$ cat src/sv/pat_pkg.sv
`timescale 1ns / 1ps

package pat_pkg;

    localparam int CAPACITY_DEF = 32;
    localparam int RESULT_MAX   = 32;
    localparam int QUEUE_DEPTH  = 2;

    localparam int POS_W  = 5;
    localparam int DATA_W = 32;
    localparam int CNT_W  = 6;
    localparam int ACT_W  = 3;
    localparam int STAT_W = 3;

    localparam logic [ACT_W-1:0] ACT_INSERT   = 3'd0;
    localparam logic [ACT_W-1:0] ACT_DELETE   = 3'd1;
    localparam logic [ACT_W-1:0] ACT_SEARCH   = 3'd2;
    localparam logic [ACT_W-1:0] ACT_UPDATE   = 3'd3;
    localparam logic [ACT_W-1:0] ACT_TRAVERSE = 3'd4;

    localparam logic [STAT_W-1:0] STAT_OK       = 3'd0;
    localparam logic [STAT_W-1:0] STAT_FULL     = 3'd1;
    localparam logic [STAT_W-1:0] STAT_BADPOS   = 3'd2;
    localparam logic [STAT_W-1:0] STAT_NOTFOUND = 3'd3;
    localparam logic [STAT_W-1:0] STAT_EMPTY    = 3'd4;

    typedef enum logic [2:0] {
        OP_INSERT,
        OP_DELETE,
        OP_SEARCH,
        OP_UPDATE,
        OP_TRAVERSE,
        OP_NOP
    } t_op;

    typedef enum logic [1:0] {
        S_IDLE,
        S_EXEC,
        S_FIND,
        S_WALK
    } t_state;

    typedef struct packed {
        logic [ACT_W-1:0]         action;
        logic [POS_W-1:0]         position;
        logic signed [DATA_W-1:0] data_value;
    } t_in;

    typedef struct packed {
        logic [STAT_W-1:0]        status;
        logic [POS_W-1:0]         found_index;
        logic signed [DATA_W-1:0] entry_value;
        logic [CNT_W-1:0]         element_count;
        logic                     last;
    } t_out;

    typedef struct packed {
        t_op                      op;
        logic [POS_W-1:0]         position;
        logic signed [DATA_W-1:0] data_value;
    } t_cmd;

endpackage

$ cat src/sv/pat_front.sv
`timescale 1ns / 1ps

module pat_front (
    input  logic          i_clk,
    input  logic          i_rst_n,
    input  logic          i_valid,
    output logic          o_ready,
    input  pat_pkg::t_in  i_data,
    output logic          o_cmd_valid,
    input  logic          i_cmd_ready,
    output pat_pkg::t_cmd o_cmd
);
    import pat_pkg::*;

    logic r_valid;
    t_cmd r_cmd;
    t_cmd n_cmd;

    // action decode, unused codes become a no-op
    always_comb begin
        n_cmd.position   = i_data.position;
        n_cmd.data_value = i_data.data_value;
        unique case (i_data.action)
            ACT_INSERT:   n_cmd.op = OP_INSERT;
            ACT_DELETE:   n_cmd.op = OP_DELETE;
            ACT_SEARCH:   n_cmd.op = OP_SEARCH;
            ACT_UPDATE:   n_cmd.op = OP_UPDATE;
            ACT_TRAVERSE: n_cmd.op = OP_TRAVERSE;
            default:      n_cmd.op = OP_NOP;
        endcase
    end

    assign o_ready     = !r_valid || i_cmd_ready;
    assign o_cmd_valid = r_valid;
    assign o_cmd       = r_cmd;

    always_ff @(posedge i_clk) begin
        if (!i_rst_n) begin
            r_valid <= 1'b0;
        end else if (o_ready) begin
            r_valid <= i_valid;
        end
    end

    always_ff @(posedge i_clk) begin
        if (i_valid && o_ready) begin
            r_cmd <= n_cmd;
        end
    end

endmodule

$ cat src/sv/pat_queue.sv
`timescale 1ns / 1ps

module pat_queue (
    input  logic          i_clk,
    input  logic          i_rst_n,
    input  logic          i_push_valid,
    output logic          o_push_ready,
    input  pat_pkg::t_cmd i_push_cmd,
    output logic          o_pop_valid,
    input  logic          i_pop_ready,
    output pat_pkg::t_cmd o_pop_cmd
);
    import pat_pkg::*;

    localparam int PTR_W = $clog2(QUEUE_DEPTH);
    localparam int FILL_W = $clog2(QUEUE_DEPTH + 1);

    t_cmd              r_mem [QUEUE_DEPTH];
    logic [PTR_W-1:0]  r_wr_ptr;
    logic [PTR_W-1:0]  r_rd_ptr;
    logic [FILL_W-1:0] r_fill;
    logic              push;
    logic              pop;

    assign o_push_ready = (r_fill != FILL_W'(QUEUE_DEPTH));
    assign o_pop_valid  = (r_fill != '0);
    assign o_pop_cmd    = r_mem[r_rd_ptr];
    assign push         = i_push_valid && o_push_ready;
    assign pop          = o_pop_valid && i_pop_ready;

    always_ff @(posedge i_clk) begin
        if (!i_rst_n) begin
            r_wr_ptr <= '0;
            r_rd_ptr <= '0;
            r_fill   <= '0;
        end else begin
            if (push) begin
                r_wr_ptr <= (r_wr_ptr == PTR_W'(QUEUE_DEPTH - 1)) ? '0 : r_wr_ptr + 1'b1;
            end
            if (pop) begin
                r_rd_ptr <= (r_rd_ptr == PTR_W'(QUEUE_DEPTH - 1)) ? '0 : r_rd_ptr + 1'b1;
            end
            if (push && !pop) begin
                r_fill <= r_fill + 1'b1;
            end else if (pop && !push) begin
                r_fill <= r_fill - 1'b1;
            end
        end
    end

    always_ff @(posedge i_clk) begin
        if (push) begin
            r_mem[r_wr_ptr] <= i_push_cmd;
        end
    end

endmodule

$ cat src/sv/pat_back.sv
`timescale 1ns / 1ps

module pat_back #(
    parameter int CAPACITY = pat_pkg::CAPACITY_DEF
) (
    input  logic          i_clk,
    input  logic          i_rst_n,
    input  logic          i_cmd_valid,
    output logic          o_cmd_ready,
    input  pat_pkg::t_cmd i_cmd,
    output logic          o_valid,
    input  logic          i_ready,
    output pat_pkg::t_out o_data
);
    import pat_pkg::*;

    localparam int HOLD  = (CAPACITY < RESULT_MAX) ? CAPACITY : RESULT_MAX;
    localparam int IDX_W = $clog2(HOLD);

    t_state                   r_state;
    t_state                   n_state;
    t_cmd                     r_cmd;
    logic [CNT_W-1:0]         r_count;
    logic [CNT_W-1:0]         n_count;
    logic signed [DATA_W-1:0] r_cells [HOLD];
    logic signed [DATA_W-1:0] n_cells [HOLD];
    logic [HOLD-1:0]          r_match;
    logic [IDX_W-1:0]         r_idx;
    logic                     r_out_valid;
    t_out                     r_out;

    logic             out_free;
    logic [CNT_W-1:0] pos_ext;
    logic             walk_last;
    logic             hit;
    logic [POS_W-1:0] hit_idx;
    logic             emit;
    t_out             res;
    logic             do_insert;
    logic             do_delete;
    logic             do_update;

    assign out_free    = !r_out_valid || i_ready;
    assign o_cmd_ready = (r_state == S_IDLE);
    assign o_valid     = r_out_valid;
    assign o_data      = r_out;
    assign pos_ext     = CNT_W'(r_cmd.position);
    assign walk_last   = (CNT_W'(r_idx) + 1'b1 == r_count);

    // lowest matching cell wins
    always_comb begin
        hit     = 1'b0;
        hit_idx = '0;
        for (int j = HOLD - 1; j >= 0; j--) begin
            if (r_match[j]) begin
                hit     = 1'b1;
                hit_idx = POS_W'(j);
            end
        end
    end

    // next state
    always_comb begin
        n_state = r_state;
        unique case (r_state)
            S_IDLE: begin
                if (i_cmd_valid) n_state = S_EXEC;
            end
            S_EXEC: begin
                if (r_cmd.op == OP_SEARCH) begin
                    n_state = S_FIND;
                end else if (r_cmd.op == OP_TRAVERSE && r_count != '0) begin
                    n_state = S_WALK;
                end else if (out_free) begin
                    n_state = S_IDLE;
                end
            end
            S_FIND: begin
                if (out_free) n_state = S_IDLE;
            end
            S_WALK: begin
                if (out_free && walk_last) n_state = S_IDLE;
            end
            default: n_state = S_IDLE;
        endcase
    end

    // outputs and list edits
    always_comb begin
        emit              = 1'b0;
        do_insert         = 1'b0;
        do_delete         = 1'b0;
        do_update         = 1'b0;
        n_count           = r_count;
        res.status        = STAT_OK;
        res.found_index   = '0;
        res.entry_value   = '0;
        res.last          = 1'b1;
        unique case (r_state)
            S_EXEC: begin
                emit = out_free;
                unique case (r_cmd.op)
                    OP_INSERT: begin
                        if (r_count >= CNT_W'(HOLD)) begin
                            res.status = STAT_FULL;
                        end else if (pos_ext > r_count) begin
                            res.status = STAT_BADPOS;
                        end else begin
                            do_insert = out_free;
                            n_count   = r_count + 1'b1;
                        end
                    end
                    OP_DELETE: begin
                        if (pos_ext >= r_count) begin
                            res.status = STAT_BADPOS;
                        end else begin
                            do_delete = out_free;
                            n_count   = r_count - 1'b1;
                        end
                    end
                    OP_UPDATE: begin
                        if (pos_ext >= r_count) begin
                            res.status = STAT_BADPOS;
                        end else begin
                            do_update = out_free;
                        end
                    end
                    OP_TRAVERSE: begin
                        if (r_count == '0) begin
                            res.status = STAT_EMPTY;
                        end else begin
                            emit = 1'b0;
                        end
                    end
                    OP_SEARCH: emit = 1'b0;
                    default: ;
                endcase
                if (!out_free) n_count = r_count;
            end
            S_FIND: begin
                emit            = out_free;
                res.status      = hit ? STAT_OK : STAT_NOTFOUND;
                res.found_index = hit_idx;
            end
            S_WALK: begin
                emit            = out_free;
                res.found_index = POS_W'(r_idx);
                res.entry_value = r_cells[r_idx];
                res.last        = walk_last;
            end
            default: ;
        endcase
        res.element_count = n_count;
    end

    // per-cell shift and write
    for (genvar g = 0; g < HOLD; g++) begin : g_cell
        logic signed [DATA_W-1:0] below;
        logic signed [DATA_W-1:0] above;
        if (g == 0) begin : g_first
            assign below = r_cells[0];
        end else begin : g_mid
            assign below = r_cells[g-1];
        end
        if (g == HOLD - 1) begin : g_top
            assign above = r_cells[g];
        end else begin : g_low
            assign above = r_cells[g+1];
        end
        always_comb begin
            n_cells[g] = r_cells[g];
            if (do_insert) begin
                if (CNT_W'(g) == pos_ext) begin
                    n_cells[g] = r_cmd.data_value;
                end else if (CNT_W'(g) > pos_ext) begin
                    n_cells[g] = below;
                end
            end else if (do_delete) begin
                if (CNT_W'(g) >= pos_ext) n_cells[g] = above;
            end else if (do_update) begin
                if (CNT_W'(g) == pos_ext) n_cells[g] = r_cmd.data_value;
            end
        end
    end

    always_ff @(posedge i_clk) begin
        if (!i_rst_n) begin
            r_state     <= S_IDLE;
            r_count     <= '0;
            r_out_valid <= 1'b0;
        end else begin
            r_state <= n_state;
            r_count <= n_count;
            if (emit) begin
                r_out_valid <= 1'b1;
            end else if (i_ready) begin
                r_out_valid <= 1'b0;
            end
        end
    end

    always_ff @(posedge i_clk) begin
        r_cells <= n_cells;
        if (emit) r_out <= res;
        if (r_state == S_IDLE && i_cmd_valid) r_cmd <= i_cmd;
        if (r_state == S_EXEC) begin
            r_idx <= '0;
            for (int j = 0; j < HOLD; j++) begin
                r_match[j] <= (r_cells[j] == r_cmd.data_value) && (CNT_W'(j) < r_count);
            end
        end else if (r_state == S_WALK && out_free) begin
            r_idx <= r_idx + 1'b1;
        end
    end

endmodule

$ cat src/sv/positional_array_table.sv
`timescale 1ns / 1ps
// path: a request passes the front register, the command queue and the back-end
// command register; the result is registered in S_EXEC, S_FIND (search) or S_WALK (traverse)
// the back end takes one request at a time; traverse yields one result per cycle unless stalled
// a 2-entry command queue lets the front keep taking transfers while the back is busy
// reset: synchronous active-low, clears count, queue and handshake state; entries undefined

module positional_array_table #(
    parameter int CAPACITY = pat_pkg::CAPACITY_DEF
) (
    input  logic          i_clk,
    input  logic          i_rst_n,
    input  logic          i_valid,
    output logic          o_ready,
    input  pat_pkg::t_in  i_data,
    output logic          o_valid,
    input  logic          i_ready,
    output pat_pkg::t_out o_data
);
    import pat_pkg::*;

    logic f_valid;
    logic f_ready;
    t_cmd f_cmd;
    logic q_valid;
    logic q_ready;
    t_cmd q_cmd;

    pat_front u_front (
        .i_clk       (i_clk),
        .i_rst_n     (i_rst_n),
        .i_valid     (i_valid),
        .o_ready     (o_ready),
        .i_data      (i_data),
        .o_cmd_valid (f_valid),
        .i_cmd_ready (f_ready),
        .o_cmd       (f_cmd)
    );

    pat_queue u_queue (
        .i_clk        (i_clk),
        .i_rst_n      (i_rst_n),
        .i_push_valid (f_valid),
        .o_push_ready (f_ready),
        .i_push_cmd   (f_cmd),
        .o_pop_valid  (q_valid),
        .i_pop_ready  (q_ready),
        .o_pop_cmd    (q_cmd)
    );

    pat_back #(
        .CAPACITY (CAPACITY)
    ) u_back (
        .i_clk       (i_clk),
        .i_rst_n     (i_rst_n),
        .i_cmd_valid (q_valid),
        .o_cmd_ready (q_ready),
        .i_cmd       (q_cmd),
        .o_valid     (o_valid),
        .i_ready     (i_ready),
        .o_data      (o_data)
    );

endmodule

$ cat config.mk
export PLATFORM = sky130hd
export DESIGN_NAME = positional_array_table
export DESIGN_NICKNAME = d
export VERILOG_FILES = /design/src/sv/pat_pkg.sv /design/src/sv/pat_front.sv /design/src/sv/pat_queue.sv /design/src/sv/pat_back.sv /design/src/sv/positional_array_table.sv
export SDC_FILE = /design/constraint.sdc
export NUM_CORES = 2
export LEC_CHECK = 0
export BUFFER_PORTS_ARGS = -buffer_cell sky130_fd_sc_hd__buf_2
export CAP_MARGIN = 20
export CORE_ASPECT_RATIO = 1.1
export CORE_MARGIN = 5
export CORE_UTILIZATION = 28
export CTS_CLUSTER_SIZE = 20
export DETAILED_ROUTE_END_ITERATION = 8
export HOLD_SLACK_MARGIN = 0.02
export MAX_ROUTING_LAYER = met4
export SYNTH_ARGS = -nofsm -noshare
export SYNTH_HDL_FRONTEND = slang
export SYNTH_HIERARCHICAL = 1
export SYNTH_SLANG_ARGS = --single-unit
$ cat constraint.sdc
create_clock -name i_clk -period 5.98 [get_ports i_clk]
set_input_delay 1.196 -clock i_clk [delete_from_list [all_inputs] [get_ports i_clk]]
set_output_delay 1.196 -clock i_clk [all_outputs]
set_load 0.03 [all_outputs]
# == After elaboration in Yosys (flattened, before gate mapping) ==
# Memories as Yosys holds them, arrays and structs flattened. A register that Yosys moved wholly into a read port is not among the register bits.
# Index checks and enable logic that the tools add are counted.
# word_totals
input_bits,44
out_inout_bits,49
ramBits,80
regBits,1162
mem_count,1
wordCells,750
# classes
add_sub_neg,8
eq_ne,140
n_mux,329
n_lt_le_gt_ge,98
n_reduce_logical,124
bitwise_logic,1
# memory_table
memory,depth,width,rd,rd_ports_with_merged_regs,wr,line,rtl
u_queue.r_mem,2,40,1,1,1,pat_queue.sv:18,t_cmd r_mem [QUEUE_DEPTH];
# ops
cell,n
2-to-1 mux 32 bit,223
== test 32 bit,32
binary-select mux 32 bit (select 5 bit),1
2-to-1 mux 5 bit,32
AND reduction 4 bit,31
less-than comparator 5 x 6 -> 1 bit (first input constant),16
!= test 3 x 2 -> 1 bit (second input constant),31
nonzero test 3 bit,31
!= test 3 bit (second input constant),30
== test 5 bit (first input constant),16
> comparator 5 bit (first input constant),16
greater-or-equal comparator 5 bit (first input constant),15
less-than comparator 4 x 6 -> 1 bit (first input constant),8
2-to-1 mux 1 bit,48
== test 4 x 5 -> 1 bit (first input constant),8
greater-or-equal comparator 4 x 5 -> 1 bit (first input constant),8
> comparator 4 x 5 -> 1 bit (first input constant),8
logical AND 1 bit,40
2-to-1 mux 6 bit,5
less-than comparator 3 x 6 -> 1 bit (first input constant),4
== test 3 x 5 -> 1 bit (first input constant),4
greater-or-equal comparator 3 x 5 -> 1 bit (first input constant),4
> comparator 3 x 5 -> 1 bit (first input constant),4
2-to-1 mux 2 bit,10
other kinds (44),75

# == Longest topological paths before layout ==
# depth
word_depth,34
ltp_mapped,14
mapped_depth_nobuf,8

# == Modules after synthesis ==
# The synthesis kept the hierarchy.
# modules_own_cells
module,area_each_um2,instances,cells_per_inst
pat_back,74281.2,1,6086
pat_queue,3115.5,1,148
pat_front,1276.2,1,48

# == Worst setup path after synthesis ==
# Ideal clock, no wire load.
# synth_path
path_type,reg-to-reg
start,register u_back.r_state[1]
end,register u_back.r_cells (netlist bit u_back/g_cell[7].above[0]) (enable)
setup_ns,0.470
setup_slack_ns,0.240
arrival_ns,5.270
path_buffers,3
stages_incl_launch_ff,11
path_cell_list,dfxtp_1 inv_1 ha_1 buf_2 and2b_2 nand3_4 o31ai_4 buf_4 buf_2 a21oi_1 a211oi_1
# synth_via
elab_chain_cells,4
elab_cells_between_ends,9
cone_classes,3 x eq/ne; 3 x mux; 3 x reduce/logical
# synth_rtl
element,line,rtl
"start, declared",pat_back.sv:20,t_state r_state;
"start signal, assigned",pat_back.sv:192,r_state <= n_state;
== test 2 x 1 -> 1 bit *,pat_back.sv:99,unique case (r_state)
2-to-1 mux 1 bit,pat_back.sv:99,
"!= test 3 bit (no source line), or another cell as far along",--,
AND reduction 4 bit (no source line) *,--,
"end signal, assigned",pat_back.sv:203,r_cells <= n_cells;
"end, declared",pat_back.sv:25,logic signed [DATA_W-1:0] r_cells [HOLD];
# Mark *: on every way between the ends. The rest lies on a longest branch, timed or not.
# A chain may end at the register's enable or synchronous reset.

# == Final worst setup path ==
# layout_path
start,register u_back.r_count[5]
end,register u_back.r_match[11] (data pin)
# layout_via
elab_chain_cells,2
# layout_rtl
element,line,rtl
"start, declared",pat_back.sv:23,logic [CNT_W-1:0] r_count;
"start signal, assigned",pat_back.sv:193,r_count <= n_count;
less-than comparator 4 x 6 -> 1 bit,pat_back.sv:209,r_match[j] <= (r_cells[j] == r_cmd.data_value) && (CNT_W'(j) < r_count);
logical AND 1 bit,pat_back.sv:209,
"end signal, assigned by index",pat_back.sv:209,
"end, declared",pat_back.sv:27,logic [HOLD-1:0] r_match;
# No other way between the ends.

==> metrics <==
Slew Limit Headroom 0.0914; Pre-antenna DRT Iters 6; layout cells sized above 1 0.171; # IOs 93; Tcrit/Tclk final 0.776; Setup CP Type reg2reg; Syn Area/Cell 12.5 µm²; Final Hold Fails 0; H-tree levels 4; Post-synth EDFFs 1,263; drt total wl 375,000 µm; hold crit path type reg2reg; Yosys warnings 6; die area 292,000 µm²; min setup slack post-route 1.34 ns; syn nets 6,340; port bufs 92; Post-CTS Repair Setup Buffers 0; clk slew on worst S/H paths 0.06 ns; number of global-route vias before repair 59,323; initial antenna violation count 43; Crit. End Element register; post-synthesis sequential area ratio 0.487; outcome finished, final reports clean; Max Clock Freq 0.215 GHz; async set-or-reset flop fraction in the synthesized netlist 0; clock skew 0.0472 ns; area leader, netlist edfxtp_1; initial cell density of the core 0.281; Startpoint Class register; CTS buffer count 148; Total Routing Usage GR 0.254; Worst VDD drop 0.306 mV; Worst Tran Pin Value 1.36 ns; RSZ-0062 raised after global routing no; # setup viols final 0; hold_buf cts 0; core area 280,000 µm²; Pleak 27.4 nW; drt drc 0; post-route ant nets 0; hpwl dp 259,000 µm; Top FF cell, synth edfxtp_1; P&R area growth vs syn 13.1%; Synth Instances 6,282; clock buffer depth 3; post-synth top area share 0.482; worst-skew pair later-pin latency 0.86 ns; commonest non-fill, non-tap cell in the layout edfxtp_1; Vias 62,552; top cells by area, synth edfxtp_1, mux4_2, xor2_1; most frequent cells in the layout edfxtp_1, xor2_1, and2_1; vias per cell 6.27; WP data arrival 5.35 ns; Final nets 6,166; Synth Cell Area 78,700 µm²; DP Worst Slack 1.49 ns; synthesis-stage register bit count 1,283; CP max FO 17; distinct cell type count of the synthesized netlist 82; clk root buf clkbuf_16; Final GP Congestion 1.03; Congestion Overflow GR 0; final worst path period need 4.64 ns; max_cap viols 0; Starting DRT DRC Count 10,405; WL/cell 37.6 µm; post-cts sizing count 0; first-pass GRT wire length 510,000 µm; CTS tree yes; pin count of the biggest net entering global routing 243; # rows 204; WP data required 6.69 ns; CTS Sinks 1,283; Setup TNS Final 0 ns; Slew Limit Fails 0; die height 566 µm; width of the die 515 µm; power density cells 402 nW/µm²
[worst max-delay path, stage by stage, from the launching register on]
cell and delay (ns):
dfxtp_2 0.81, or2_2 0.61, a21oi_1 0.24, or4_1 0.56, nor4_1 0.67, nand4_1 0.21
nor4_1 1.10, buf_4 0.26
[state kept, by name, indices dropped and copies added (netlist names), named ones only]
register	cells
u_back/r_count	6
u_back/pos_ext	5
u_back/g_cell.below	96
u_back/r_cmd	35
u_queue/r_mem	80
u_back/o_data	47
u_queue/r_fill	2
u_back/r_idx	5
u_back/g_cell.above	928
u_queue/r_rd_ptr	1
u_back/r_match	32
u_back/r_state	2
u_back/o_valid	1
u_front/o_cmd_valid	1
u_front/o_cmd	40
u_queue/r_wr_ptr	1
[power by group]
group / internal (W) / total [W] / switching [W]
logic: 0.00483 / 0.0139 / 0.00903
clock network: 0.00510 / 0.00919 / 0.00409
registers: 0.0117 / 0.0127 / 0.00104
[logic make-up (layout without fill, tap and decap cells)]
group	Yosys count	count (layout)	synth area share
compound gates	1620	1620	0.162
xor+xnor	1035	1035	0.115
fa+ha+maj	14	14	0.00223
buf+inv	723	663	0.0373
flops	1283	1283	0.487
mux	427	427	0.106
other cells	0	48	0
simple gates	1180	1180	0.0893
[worst paths after layout]
kind	from	cells past startpoint	end	slack, ns
setup reg to reg	u_back/r_count[5]	7	u_back/r_match[11]	1.34
setup / recovery	u_back/r_count[5]	7	u_back/r_match[11]	1.34
hold reg to reg	u_front/o_cmd[8]	0	u_queue/r_mem[1][8]	0.44
hold / removal	u_front/o_cmd[8]	0	u_queue/r_mem[1][8]	0.44
[cells in the mapped netlist (4+ instances only)]
| cell | n |
|---|---|
| or4_1 | 7 |
| dfxtp_1 | 20 |
| and2_1 | 585 |
| o31ai_2 | 8 |
| nand4_1 | 102 |
| o2111ai_1 | 10 |
| mux2_2 | 72 |
| a22o_1 | 64 |
| or3_1 | 5 |
| o21ai_1 | 85 |
| a31oi_2 | 4 |
| nor4_1 | 201 |
| a2111oi_0 | 7 |
| o211ai_1 | 7 |
| o31ai_1 | 44 |
| mux2i_1 | 35 |
| xnor2_1 | 322 |
| mux4_2 | 320 |
| nor2_1 | 57 |
| buf_1 | 77 |
| edfxtp_1 | 1263 |
| buf_2 | 156 |
| a21oi_1 | 52 |
| a21boi_0 | 5 |
| a22oi_1 | 356 |
| nor3_1 | 40 |
| o21ai_0 | 297 |
| ha_1 | 14 |
| nand2_1 | 80 |
| nand3_1 | 53 |
| nand2b_1 | 10 |
| nor2b_1 | 10 |
| a221o_1 | 576 |
| a31oi_1 | 20 |
| clkbuf_1 | 424 |
| xor2_1 | 713 |
| or2_2 | 4 |
| buf_4 | 6 |
| inv_1 | 60 |
| a21o_1 | 41 |
| a2111oi_2 | 8 |
[stage by stage]
| stage | util | cell area (µm²) | std cells | hold WS [ns] | power, W |
|---|---|---|---|---|---|
| global route | 0.318 | 89000 | 9973 | 0.454 | 0.0364 |
| global placement | 0.300 | 84000 | 9658 | 0.427 | 0.0258 |
| detailed placement | 0.300 | 84100 | 9660 | 0.430 | 0.0260 |
| floorplan | - | 78700 | 6282 | 0.421 | 0.0205 |
| CTS | 0.317 | 88800 | 9924 | 0.444 | 0.0351 |
| finish | 0.318 | 89000 | 9978 | 0.441 | 0.0358 |
[routing by layer]
| metal | track usage | up-vias | share of wire |
|---|---|---|---|
| met4 | 0.208 | 0 | 0.11 |
| met3 | 0.0728 | 1261 | 0.12 |
| met5 | - | - | 0 |
| li1 | - | 24517 | - |
| met2 | 0.380 | 5205 | 0.44 |
| met1 | 0.282 | 31569 | 0.33 |
[final cells by class]
type | instances | area, µm²
Fill cell | 28006 | 191000
Sequential cell | 1283 | 38300
Multi-Input combinational cell | 4276 | 38200
Tap cell | 3708 | 4640
Clock buffer | 192 | 3930
Timing Repair Buffer | 339 | 2830
Clock inverter | 72 | 772
Inverter | 60 | 225
Antenna cell | 48 | 120
(Power assumes the default switching activity.)
